**src/hw/rtl/cmep_pkg.sv**
```systemverilog
// ----------------------------------------------------------------------------
// cmep_pkg: shared types and constants of the current mean/EMA/peak monitor
// Field widths, accumulation limits, register indexes and divider request types.
// ----------------------------------------------------------------------------
package cmep_pkg;

	localparam int CHANNELS = 2;
	localparam int CH_W     = (CHANNELS > 1) ? $clog2(CHANNELS) : 1;

	localparam int SAMPLE_W = 20;   // current sample / mean width
	localparam int SUM_W    = 48;   // accumulator width
	localparam int CNT_W    = 30;   // sample counter width
	localparam int FRAC_W   = 16;   // EMA fraction bits
	localparam int EMA_W    = SAMPLE_W + FRAC_W;
	localparam int DIFF_W   = EMA_W + 1;
	localparam int CFG_W    = 16;
	localparam int PROD_W   = DIFF_W + CFG_W + 1;
	localparam int TIME_W   = 32;

	localparam logic [CNT_W-1:0]        COUNT_LIMIT    = CNT_W'(1000000000);
	localparam logic signed [SUM_W-1:0] SUM_LIMIT      = SUM_W'(64'sd100000000000000);
	localparam logic signed [SUM_W-1:0] SUM_LIMIT_NEG  = -SUM_LIMIT;

	// Config register indexes
	localparam int REG_IDX_W = 1;
	localparam logic [REG_IDX_W-1:0] REG_PERIOD = REG_IDX_W'(0);
	localparam logic [REG_IDX_W-1:0] REG_ALPHA  = REG_IDX_W'(1);

	localparam logic [CFG_W-1:0] PERIOD_RESET = CFG_W'(100);
	localparam logic [CFG_W-1:0] ALPHA_RESET  = CFG_W'(218);

	// Divider: a mean always fits SAMPLE_W bits, so only that many steps run
	localparam int DIV_STEPS = SAMPLE_W;
	localparam int DIV_CNT_W = $clog2(DIV_STEPS);

	typedef struct packed {
		logic                    start;
		logic signed [SUM_W-1:0] dividend;
		logic [CNT_W-1:0]        divisor;
	} div_req_t;

	typedef struct packed {
		logic                       done;
		logic signed [SAMPLE_W-1:0] quotient;
	} div_rsp_t;

endpackage

```
**src/hw/rtl/current_mean_ema_peak_monitor.sv**
```systemverilog
// ----------------------------------------------------------------------------
// current_mean_ema_peak_monitor: per-channel current statistics
// Window mean, exponential average, lifetime mean and peak for two channels.
// ----------------------------------------------------------------------------
// One request carries a channel, a signed 20-bit current sample (0.01 mA) and
// a millisecond timestamp; it produces exactly one result with that channel's
// window mean, EMA integer part, lifetime mean, peak and a refreshed flag.
// The block takes one request at a time: sample_ready is high only while the
// sequencer is idle. A plain sample adds to the window sum, checks its limits,
// adds to the lifetime sum and peak, checks those limits, tests the refresh
// period and then loads the result. Each fold of a sum into its mean (count
// or sum limit reached) runs one division, and a refresh runs a window mean,
// an EMA update and a lifetime mean for each channel (no window mean for an
// empty window, no EMA update or lifetime mean for a channel with no samples
// yet). Every mean comes from the single shared 20-step divider. A finished
// result waits in the output register, so the next request is accepted while
// it is still pending. Config writes are taken at any time; they should only
// be issued while the block is idle.
// ----------------------------------------------------------------------------
module current_mean_ema_peak_monitor (
	input  logic                                clk,
	input  logic                                arst_n,
	// config
	input  logic                                cfg_we,
	input  logic [cmep_pkg::REG_IDX_W-1:0]      cfg_index,
	input  logic [cmep_pkg::CFG_W-1:0]          cfg_data,
	// sample requests
	input  logic                                sample_valid,
	output logic                                sample_ready,
	input  logic                                channel,
	input  logic signed [cmep_pkg::SAMPLE_W-1:0] current_sample,
	input  logic [cmep_pkg::TIME_W-1:0]         time_ms,
	// results
	output logic                                result_valid,
	input  logic                                result_ready,
	output logic                                out_channel,
	output logic signed [cmep_pkg::SAMPLE_W-1:0] window_mean,
	output logic signed [cmep_pkg::SAMPLE_W-1:0] smoothed_mean,
	output logic signed [cmep_pkg::SAMPLE_W-1:0] lifetime_mean,
	output logic signed [cmep_pkg::SAMPLE_W-1:0] peak_current,
	output logic                                refreshed
);

	// sequencer states
	localparam logic [3:0] S_IDLE     = 4'd0;
	localparam logic [3:0] S_ACC      = 4'd1;   // add sample to window or lifetime
	localparam logic [3:0] S_FOLD_CHK = 4'd2;   // limit check on the new sum/count
	localparam logic [3:0] S_FOLD_DIV = 4'd3;   // wait for fold mean
	localparam logic [3:0] S_TIME     = 4'd4;   // refresh period check
	localparam logic [3:0] S_R_WIN    = 4'd5;   // refresh: start window mean
	localparam logic [3:0] S_R_WDIV   = 4'd6;
	localparam logic [3:0] S_R_DIFF   = 4'd7;   // EMA: target minus current
	localparam logic [3:0] S_R_MUL    = 4'd8;   // EMA: times alpha
	localparam logic [3:0] S_R_EMA    = 4'd9;   // EMA update, start lifetime mean
	localparam logic [3:0] S_R_LDIV   = 4'd10;
	localparam logic [3:0] S_OUT      = 4'd11;

	localparam int SW = cmep_pkg::SAMPLE_W;
	localparam int CH = cmep_pkg::CHANNELS;

	logic [3:0] state_q;

	// config registers
	logic [cmep_pkg::CFG_W-1:0] period_q;
	logic [cmep_pkg::CFG_W-1:0] alpha_q;

	// per-channel statistics
	logic signed [cmep_pkg::SUM_W-1:0]  wsum_q [CH];
	logic [cmep_pkg::CNT_W-1:0]         wcnt_q [CH];
	logic signed [cmep_pkg::SUM_W-1:0]  lsum_q [CH];
	logic [cmep_pkg::CNT_W-1:0]         lcnt_q [CH];
	logic signed [SW-1:0]               wavg_q [CH];
	logic signed [SW-1:0]               lavg_q [CH];
	logic signed [cmep_pkg::EMA_W-1:0]  ema_q  [CH];
	logic signed [SW-1:0]               peak_q [CH];
	logic signed [SW-1:0]               last_q [CH];
	logic [cmep_pkg::TIME_W-1:0]        refresh_time_q;

	// request being worked on
	logic                               ch_q;
	logic signed [SW-1:0]               x_q;
	logic [cmep_pkg::TIME_W-1:0]        now_q;
	logic [cmep_pkg::CH_W-1:0]          p_q;     // channel pointer
	logic                               life_q;  // 1: lifetime accumulator
	logic                               refresh_q;
	logic signed [cmep_pkg::DIFF_W-1:0] diff_q;
	logic signed [cmep_pkg::PROD_W-1:0] prod_q;

	// datapath
	logic signed [cmep_pkg::SUM_W-1:0]  sel_sum;
	logic [cmep_pkg::CNT_W-1:0]         sel_cnt;
	logic signed [cmep_pkg::SUM_W-1:0]  x_ext;
	logic                               fold;
	logic [cmep_pkg::TIME_W-1:0]        elapsed;
	logic signed [cmep_pkg::SUM_W-1:0]  q_ext;
	logic signed [cmep_pkg::PROD_W-1:0] mult;
	logic                               div_life;
	logic                               out_load;
	logic                               last_ch;

	cmep_pkg::div_req_t div_req;
	cmep_pkg::div_rsp_t div_rsp;

	assign sel_sum = life_q ? lsum_q[p_q] : wsum_q[p_q];
	assign sel_cnt = life_q ? lcnt_q[p_q] : wcnt_q[p_q];
	assign x_ext   = {{(cmep_pkg::SUM_W - SW){x_q[SW-1]}}, x_q};
	assign q_ext   = {{(cmep_pkg::SUM_W - SW){div_rsp.quotient[SW-1]}}, div_rsp.quotient};

	// fold on count limit or on sum magnitude limit, either sign
	assign fold = (sel_cnt >= cmep_pkg::COUNT_LIMIT) || (sel_sum >= cmep_pkg::SUM_LIMIT)
	           || (sel_sum <= cmep_pkg::SUM_LIMIT_NEG);

	assign elapsed = now_q - refresh_time_q;
	assign mult    = $signed({1'b0, alpha_q}) * diff_q;
	assign last_ch = (p_q == cmep_pkg::CH_W'(CH - 1));

	// lifetime operands for a fold on the lifetime sum and for the refresh mean
	assign div_life = (state_q == S_R_EMA) || ((state_q == S_FOLD_CHK) && life_q);

	assign div_req.start = ((state_q == S_FOLD_CHK) && fold)
	                    || ((state_q == S_R_WIN) && (wcnt_q[p_q] != '0))
	                    || ((state_q == S_R_EMA));
	assign div_req.dividend = div_life ? lsum_q[p_q] : wsum_q[p_q];
	assign div_req.divisor  = div_life ? lcnt_q[p_q] : wcnt_q[p_q];

	cmep_div u_div (
		.clk    (clk),
		.arst_n (arst_n),
		.req    (div_req),
		.rsp    (div_rsp)
	);

	assign sample_ready = (state_q == S_IDLE);
	assign out_load     = (state_q == S_OUT) && (!result_valid || result_ready);

	// config port
	always_ff @(posedge clk or negedge arst_n) begin
		if (!arst_n) begin
			period_q <= cmep_pkg::PERIOD_RESET;
			alpha_q  <= cmep_pkg::ALPHA_RESET;
		end else if (cfg_we) begin
			unique case (cfg_index)
				cmep_pkg::REG_PERIOD: period_q <= cfg_data;
				cmep_pkg::REG_ALPHA:  alpha_q  <= cfg_data;
				default: ;
			endcase
		end
	end

	// sequencer and statistics
	always_ff @(posedge clk or negedge arst_n) begin
		if (!arst_n) begin
			state_q        <= S_IDLE;
			p_q            <= '0;
			life_q         <= 1'b0;
			refresh_q      <= 1'b0;
			refresh_time_q <= '0;
			for (int i = 0; i < CH; i++) begin
				wsum_q[i] <= '0;
				wcnt_q[i] <= '0;
				lsum_q[i] <= '0;
				lcnt_q[i] <= '0;
				wavg_q[i] <= '0;
				lavg_q[i] <= '0;
				ema_q[i]  <= '0;
				peak_q[i] <= '0;
				last_q[i] <= '0;
			end
		end else begin
			unique case (state_q)
				S_IDLE: begin
					if (sample_valid) begin
						p_q     <= cmep_pkg::CH_W'(channel);
						life_q  <= 1'b0;
						state_q <= S_ACC;
					end
				end
				S_ACC: begin
					if (life_q) begin
						lsum_q[p_q] <= sel_sum + x_ext;
						lcnt_q[p_q] <= sel_cnt + 1'b1;
						last_q[p_q] <= x_q;
						if (x_q > peak_q[p_q]) begin
							peak_q[p_q] <= x_q;
						end
					end else begin
						wsum_q[p_q] <= sel_sum + x_ext;
						wcnt_q[p_q] <= sel_cnt + 1'b1;
					end
					state_q <= S_FOLD_CHK;
				end
				S_FOLD_CHK: begin
					if (fold) begin
						state_q <= S_FOLD_DIV;
					end else if (life_q) begin
						state_q <= S_TIME;
					end else begin
						life_q  <= 1'b1;
						state_q <= S_ACC;
					end
				end
				S_FOLD_DIV: begin
					if (div_rsp.done) begin
						if (life_q) begin
							lavg_q[p_q] <= div_rsp.quotient;
							lsum_q[p_q] <= q_ext;
							lcnt_q[p_q] <= cmep_pkg::CNT_W'(1);
							state_q     <= S_TIME;
						end else begin
							wavg_q[p_q] <= div_rsp.quotient;
							wsum_q[p_q] <= q_ext;
							wcnt_q[p_q] <= cmep_pkg::CNT_W'(1);
							life_q      <= 1'b1;
							state_q     <= S_ACC;
						end
					end
				end
				S_TIME: begin
					// unsigned wrap-around elapsed time
					if (elapsed >= cmep_pkg::TIME_W'(period_q)) begin
						refresh_q      <= 1'b1;
						refresh_time_q <= now_q;
						p_q            <= '0;
						state_q        <= S_R_WIN;
					end else begin
						refresh_q <= 1'b0;
						state_q   <= S_OUT;
					end
				end
				S_R_WIN: begin
					if (wcnt_q[p_q] != '0) begin
						state_q <= S_R_WDIV;
					end else begin
						state_q <= S_R_DIFF;
					end
				end
				S_R_WDIV: begin
					if (div_rsp.done) begin
						wavg_q[p_q] <= div_rsp.quotient;
						wsum_q[p_q] <= '0;
						wcnt_q[p_q] <= '0;
						state_q     <= S_R_DIFF;
					end
				end
				S_R_DIFF: begin
					if (lcnt_q[p_q] != '0) begin
						diff_q  <= {last_q[p_q][SW-1], last_q[p_q], {cmep_pkg::FRAC_W{1'b0}}}
						         - {ema_q[p_q][cmep_pkg::EMA_W-1], ema_q[p_q]};
						state_q <= S_R_MUL;
					end else if (last_ch) begin
						state_q <= S_OUT;
					end else begin
						p_q     <= p_q + 1'b1;
						state_q <= S_R_WIN;
					end
				end
				S_R_MUL: begin
					prod_q  <= mult;
					state_q <= S_R_EMA;
				end
				S_R_EMA: begin
					// arithmetic shift of the product is the floor of /65536
					ema_q[p_q] <= ema_q[p_q] + prod_q[cmep_pkg::FRAC_W +: cmep_pkg::EMA_W];
					state_q    <= S_R_LDIV;
				end
				S_R_LDIV: begin
					if (div_rsp.done) begin
						lavg_q[p_q] <= div_rsp.quotient;
						if (last_ch) begin
							state_q <= S_OUT;
						end else begin
							p_q     <= p_q + 1'b1;
							state_q <= S_R_WIN;
						end
					end
				end
				S_OUT: begin
					if (out_load) begin
						state_q <= S_IDLE;
					end
				end
				default: state_q <= S_IDLE;
			endcase
		end
	end

	// request capture
	always_ff @(posedge clk) begin
		if (sample_ready && sample_valid) begin
			ch_q  <= channel;
			x_q   <= current_sample;
			now_q <= time_ms;
		end
	end

	// result register
	always_ff @(posedge clk or negedge arst_n) begin
		if (!arst_n) begin
			result_valid <= 1'b0;
		end else if (out_load) begin
			result_valid <= 1'b1;
		end else if (result_ready) begin
			result_valid <= 1'b0;
		end
	end

	always_ff @(posedge clk) begin
		if (out_load) begin
			out_channel   <= ch_q;
			window_mean   <= wavg_q[ch_q];
			smoothed_mean <= ema_q[ch_q][cmep_pkg::FRAC_W +: SW];
			lifetime_mean <= lavg_q[ch_q];
			peak_current  <= peak_q[ch_q];
			refreshed     <= refresh_q;
		end
	end

endmodule

```
**src/hw/rtl/cmep_div.sv**
```systemverilog
// ----------------------------------------------------------------------------
// cmep_div: iterative signed-by-unsigned mean divider
// Restoring division, one quotient bit per cycle, truncates toward zero.
// ----------------------------------------------------------------------------
module cmep_div (
	input  logic               clk,
	input  logic               arst_n,
	input  cmep_pkg::div_req_t req,
	output cmep_pkg::div_rsp_t rsp
);

	logic                                busy_q;
	logic                                done_q;
	logic [cmep_pkg::DIV_CNT_W-1:0]      cnt_q;
	logic                                neg_q;
	logic [cmep_pkg::CNT_W-1:0]          rem_q;
	logic [cmep_pkg::SAMPLE_W-1:0]       lo_q;
	logic [cmep_pkg::CNT_W-1:0]          divisor_q;
	logic signed [cmep_pkg::SAMPLE_W-1:0] quot_q;

	logic [cmep_pkg::SUM_W-1:0]          mag;
	logic [cmep_pkg::CNT_W:0]            shifted;
	logic [cmep_pkg::CNT_W:0]            trial;
	logic                                ge;
	logic [cmep_pkg::CNT_W-1:0]          rem_nx;
	logic [cmep_pkg::SAMPLE_W-1:0]       lo_nx;

	assign mag = req.dividend[cmep_pkg::SUM_W-1] ? -req.dividend : req.dividend;

	assign shifted = {rem_q, lo_q[cmep_pkg::SAMPLE_W-1]};
	assign trial   = shifted - {1'b0, divisor_q};
	assign ge      = ~trial[cmep_pkg::CNT_W];
	assign rem_nx  = ge ? trial[cmep_pkg::CNT_W-1:0] : shifted[cmep_pkg::CNT_W-1:0];
	assign lo_nx   = {lo_q[cmep_pkg::SAMPLE_W-2:0], ge};

	always_ff @(posedge clk or negedge arst_n) begin
		if (!arst_n) begin
			busy_q <= 1'b0;
			done_q <= 1'b0;
			cnt_q  <= '0;
		end else begin
			done_q <= 1'b0;
			if (req.start) begin
				busy_q <= 1'b1;
				cnt_q  <= cmep_pkg::DIV_CNT_W'(cmep_pkg::DIV_STEPS - 1);
			end else if (busy_q) begin
				cnt_q <= cnt_q - 1'b1;
				if (cnt_q == '0) begin
					busy_q <= 1'b0;
					done_q <= 1'b1;
				end
			end
		end
	end

	// high part of |dividend| is always below the divisor (mean fits SAMPLE_W)
	always_ff @(posedge clk) begin
		if (req.start) begin
			neg_q     <= req.dividend[cmep_pkg::SUM_W-1];
			rem_q     <= cmep_pkg::CNT_W'(mag[cmep_pkg::SUM_W-1:cmep_pkg::SAMPLE_W]);
			lo_q      <= mag[cmep_pkg::SAMPLE_W-1:0];
			divisor_q <= req.divisor;
		end else if (busy_q) begin
			rem_q <= rem_nx;
			lo_q  <= lo_nx;
			if (cnt_q == '0) begin
				quot_q <= neg_q ? -lo_nx : lo_nx;
			end
		end
	end

	assign rsp.done     = done_q;
	assign rsp.quotient = quot_q;

endmodule

```
**config.mk**
```make
export PLATFORM = sky130hd
export DESIGN_NAME = current_mean_ema_peak_monitor
export DESIGN_NICKNAME = d
export VERILOG_FILES = /design/src/hw/rtl/cmep_pkg.sv /design/src/hw/rtl/current_mean_ema_peak_monitor.sv /design/src/hw/rtl/cmep_div.sv
export SDC_FILE = /design/constraint.sdc
export NUM_CORES = 2
export LEC_CHECK = 0
export ABC_AREA = 0
export ABC_CLOCK_PERIOD_IN_PS = 12400
export BUFFER_PORTS_ARGS = -buffer_cell sky130_fd_sc_hd__buf_4
export CAP_MARGIN = 5
export CELL_PAD_IN_SITES_DETAIL_PLACEMENT = 0
export CELL_PAD_IN_SITES_GLOBAL_PLACEMENT = 1
export CORE_UTILIZATION = 30
export CTS_BUF_LIST = sky130_fd_sc_hd__clkbuf_4 sky130_fd_sc_hd__clkbuf_8
export DETAILED_ROUTE_END_ITERATION = 8
export PLACE_DENSITY = 0.62
export SYNTH_ARGS = -nofsm -noshare
export SYNTH_HDL_FRONTEND = slang
export SYNTH_SLANG_ARGS = --single-unit
```
**constraint.sdc**
```tcl
create_clock -name clk -period 12.4 [get_ports clk]
set_clock_uncertainty 0.2 [all_clocks]
set_input_delay 1.24 -clock clk [delete_from_list [all_inputs] [get_ports clk]]
set_output_delay 1.24 -clock clk [all_outputs]
set_load 0.02 [all_outputs]
```
==> flow_summary.ini <==
[logic_synthesis]
synth_xor_area_share_pct = 3.34
syn-cell-area_sq_um = 72300
synth-async-reset-ratio_pct = 66.8
synth_edf_count = 307
synth_warnings = 0
synth_top_family_by_area = adder cells
synthAdderAreaFrac_pct = 20.8
synthCells = 7071
synthSimpleGateAreaFrac_pct = 13.1
synth_flop_cell = dfrtp_1
synth-compound-area-share_pct = 10.4
synth_mux_area_share_pct = 11.7
syn-num-nets = 8021
ys_types = 103
ys_ff_latch = 932
avgSynthCellArea_sq_um = 10.2
ys_seq_area_share_pct = 34.4

[route]
ant_nets = 0
drt_iter0_drc = 3735
wl_um = 225000
num_vias = 53700
drc = 0
first_pass_iters = 6
wire_per_inst_um = 21.5
routed_via_density = 5.13

[global_routing]
antenna_found_initial = 12
grt-ovfl-total = 0
track_usage_pct = 18.6
grt_pass1_vias = 56300
grt_pass1_wl_um = 348000
grt_max_degree = 94

[power_and_ir_drop]
leakagePower_nw = 36.4
sequentialPowerShare_pct = 20.3
power.internal_mw = 10.8
power_switching_mw = 8.30
ir_drop_mv = 0.551
power_mw = 19.1
netSwitchingFraction_pct = 43.6
power_density_nw_per_um2 = 236
combPwrFrac_pct = 62.5
pwr-share-clk_pct = 17.1

[layout]
area_delta_synth_final_pct = 11.5
n_fill_cell = 24500
seqCellArea_sq_um = 24900
num-nets-final = 8093
layout_commonest_cell = nand2_1
final_cell_mix = nand2_1 (1030), inv_1 (790), dfrtp_1 (612), fa_1 (549), o21ai_0 (390)
multiInputGateArea_sq_um = 43200
drive_gt1_share_pct = 15.4

[worst_setup_path]
ff2ff_setup_slack_ps = 3730
crit_top_cell = fa_1
cp_max_fo = 21
timing.rr.end = prod_q[45]$_DFFE_PP_
cpPeakStageDelay_ps = 890
timing.critical_path.arrival_ps = 9150
r2r_start = alpha_q[4]$_DFFE_PN1P_
crit_path_end_kind = register
crit_chain = buf_4 -> nand2_1 -> fa_1 -> fa_1 -> fa_1 -> inv_1 -> fa_1 -> fa_1 -> inv_1 -> fa_1 -> inv_1 -> ha_1 -> a21oi_1 -> o21ai_0 -> a31oi_1 -> nand2_1 -> o2111ai_1 -> nand3_1 -> o311ai_0 -> a211oi_1 -> or4_1 -> o311ai_0
crit_type = register to register
slowest_stage = o311ai_0
start_kind = register
rr_worst_depth = 22
worst_ep_required_time_ps = 12880

[place]
hpwl_um = 162000
gp_congestion = 0.899
io_buffers = 158

[clocking]
cts_buffers = 172
cts_resized = 0
cts-htree-levels = 4
ctsRootBufferMaster = clkbuf_8
tritoncts = done
cts.sinks = 932
clk_pin_slew_ps = 60
cts.path.max_buffers = 3
hold_buffers = 0
clk-insertion-delay-late_ps = 920
cts_setup_buffers = 0

[outcome]
status = complete, no violations

[timing]
tightest_slew_ps = 1150
setup_viol = 0
fmax_mhz = 115
hold_viol_final = 0
drv_slew = 0
min_period_ps = 8670
fin_crit_sh_pct = 69.9
relSlewSlack_pct = 22.7
fin_setup_tns_ps = 0
grt_setup_unrepaired = no

[floorplanning]
row_count = 179
die_area_sq_um = 243000
io_pins = 159
core-area_sq_um = 239000
die_w_um = 493
initial_core_util_pct = 30.3
die_h_um = 493

[min_path]
hp-class = input pin to async pin

[flow_run]
cap_violations = 0
==> metrics by stage <==
stage / area [sq um] / utilization, % / worst slack [ps] / std cells / hold slack [ps]
floorplan: 72300 / - / 5350 / 7071 / 224
global placement: 76800 / 32.2 / 3850 / 10100 / 235
detailed placement: 76800 / 32.2 / 3860 / 10100 / 238
CTS: 80600 / 33.8 / 3840 / 10500 / 1.25
global route: 80600 / 33.8 / 3480 / 10500 / 50.5
finish: 80600 / 33.8 / 3730 / 10500 / 87.1
==> power groups by stage <==
stage               clock network [mW]  registers, mW  logic (mW)
CTS                               3.36           3.88        12.1
finish                            3.26           3.88        11.9
global route                      3.49           3.88        13.8
detailed placement                   0           3.93        12.0
global placement                     0           3.93        12.0
floorplan                            0           3.93        9.07
==> cells in the mapped netlist (27+ instances only) <==
| cell type | instances | share of area, % |
|---|---|---|
| a221o_1 | 42 | 0.58 |
| xnor2_1 | 185 | 2.2 |
| mux4_2 | 152 | 4.7 |
| dfrtp_1 | 615 | 21 |
| o21ai_0 | 391 | 2.7 |
| mux2_2 | 325 | 5.1 |
| o21a_1 | 46 | 0.48 |
| nor2b_1 | 34 | 0.29 |
| o31ai_1 | 37 | 0.38 |
| nand2_1 | 1036 | 5.4 |
| a211oi_1 | 29 | 0.30 |
| fa_1 | 549 | 15 |
| and3_1 | 51 | 0.44 |
| and2_1 | 239 | 2.1 |
| nor4_1 | 54 | 0.47 |
| clkbuf_1 | 267 | 1.4 |
| nand3_1 | 85 | 0.59 |
| a21oi_1 | 308 | 2.1 |
| edfxtp_1 | 307 | 13 |
| mux2i_1 | 109 | 1.5 |
| o211ai_1 | 27 | 0.28 |
| nand4_1 | 35 | 0.30 |
| ha_1 | 326 | 5.6 |
| nand2b_1 | 48 | 0.42 |
| nor3_1 | 102 | 0.71 |
| inv_1 | 790 | 4.1 |
| a31oi_1 | 33 | 0.29 |
| nor2_1 | 258 | 1.3 |
| xor2_1 | 91 | 1.1 |
| buf_2 | 32 | 0.22 |
| a21o_1 | 75 | 0.78 |
==> flip-flops by register name, indices dropped and copies added, names as in the netlist, 32 cells and up <==
signal and count:
last_q 40, wavg_q 40, diff_q 37, wsum_q 96
ema_q 72, wcnt_q 60, lavg_q 40, refresh_time_q 32
lcnt_q 60, lsum_q 96, prod_q 36, now_q 32
peak_q 40
==> worst max-delay path, delay by kind of cell, from the launching register on <==
family,cells,cell delay [ps]
and+or+nand+nor,4,1190
buffers and inverters,4,530
AOI/OAI and AO/OA,7,2270
DFF,1,840
adders and majority gates,7,3410
==> kinds of logic (layout without fill, tap and decap cells) <==
kind of cell             count (synthesis)  in the layout
AO/OA/AOI/OAI                         1200           1200
XOR/XNOR                               276            276
adder cells (fa/ha/maj)                875            875
buffers and inverters                 1138           1355
flip-flops                             932            932
multiplexers                           607            607
other                                    0              5
AND/OR/NAND/NOR                       2043           2043
==> final cells by class <==
cell class	count	share of cell area, %
multi-input combinational	5001	53.5
sequential	932	30.8
tap	3167	4.91
clock buffer	250	3.95
inverter	793	3.69
timing repair buffer	243	2.30
clock inverter	69	0.760
antenna	5	0.0155
==> layer usage <==
| metal | up-vias | share of wire [%] | GRT usage [%] |
|---|---|---|---|
| li1 | 24300 | - | - |
| met1 | 27500 | 44 | 24.7 |
| met2 | 1498 | 48 | 31.0 |
| met3 | 350 | 5.0 | 2.71 |
| met4 | 0 | 3.2 | 6.44 |
| met5 | - | 0 | 0 |
==> how the worst max path moves through the flow <==
stage / cells past startpoint / end / start
4_1_cts: 22 / prod_q[45]$_DFFE_PP_ / alpha_q[4]$_DFFE_PN1P_
6_report: 22 / prod_q[45]$_DFFE_PP_ / alpha_q[4]$_DFFE_PN1P_
3_5_place_dp: 22 / prod_q[45]$_DFFE_PP_ / alpha_q[4]$_DFFE_PN1P_
3_3_place_gp: 22 / prod_q[45]$_DFFE_PP_ / alpha_q[4]$_DFFE_PN1P_
2_1_floorplan: 23 / prod_q[45]$_DFFE_PP_ / alpha_q[4]$_DFFE_PN1P_
5_1_grt: 22 / prod_q[45]$_DFFE_PP_ / alpha_q[4]$_DFFE_PN1P_
(Power assumes the default switching activity.)
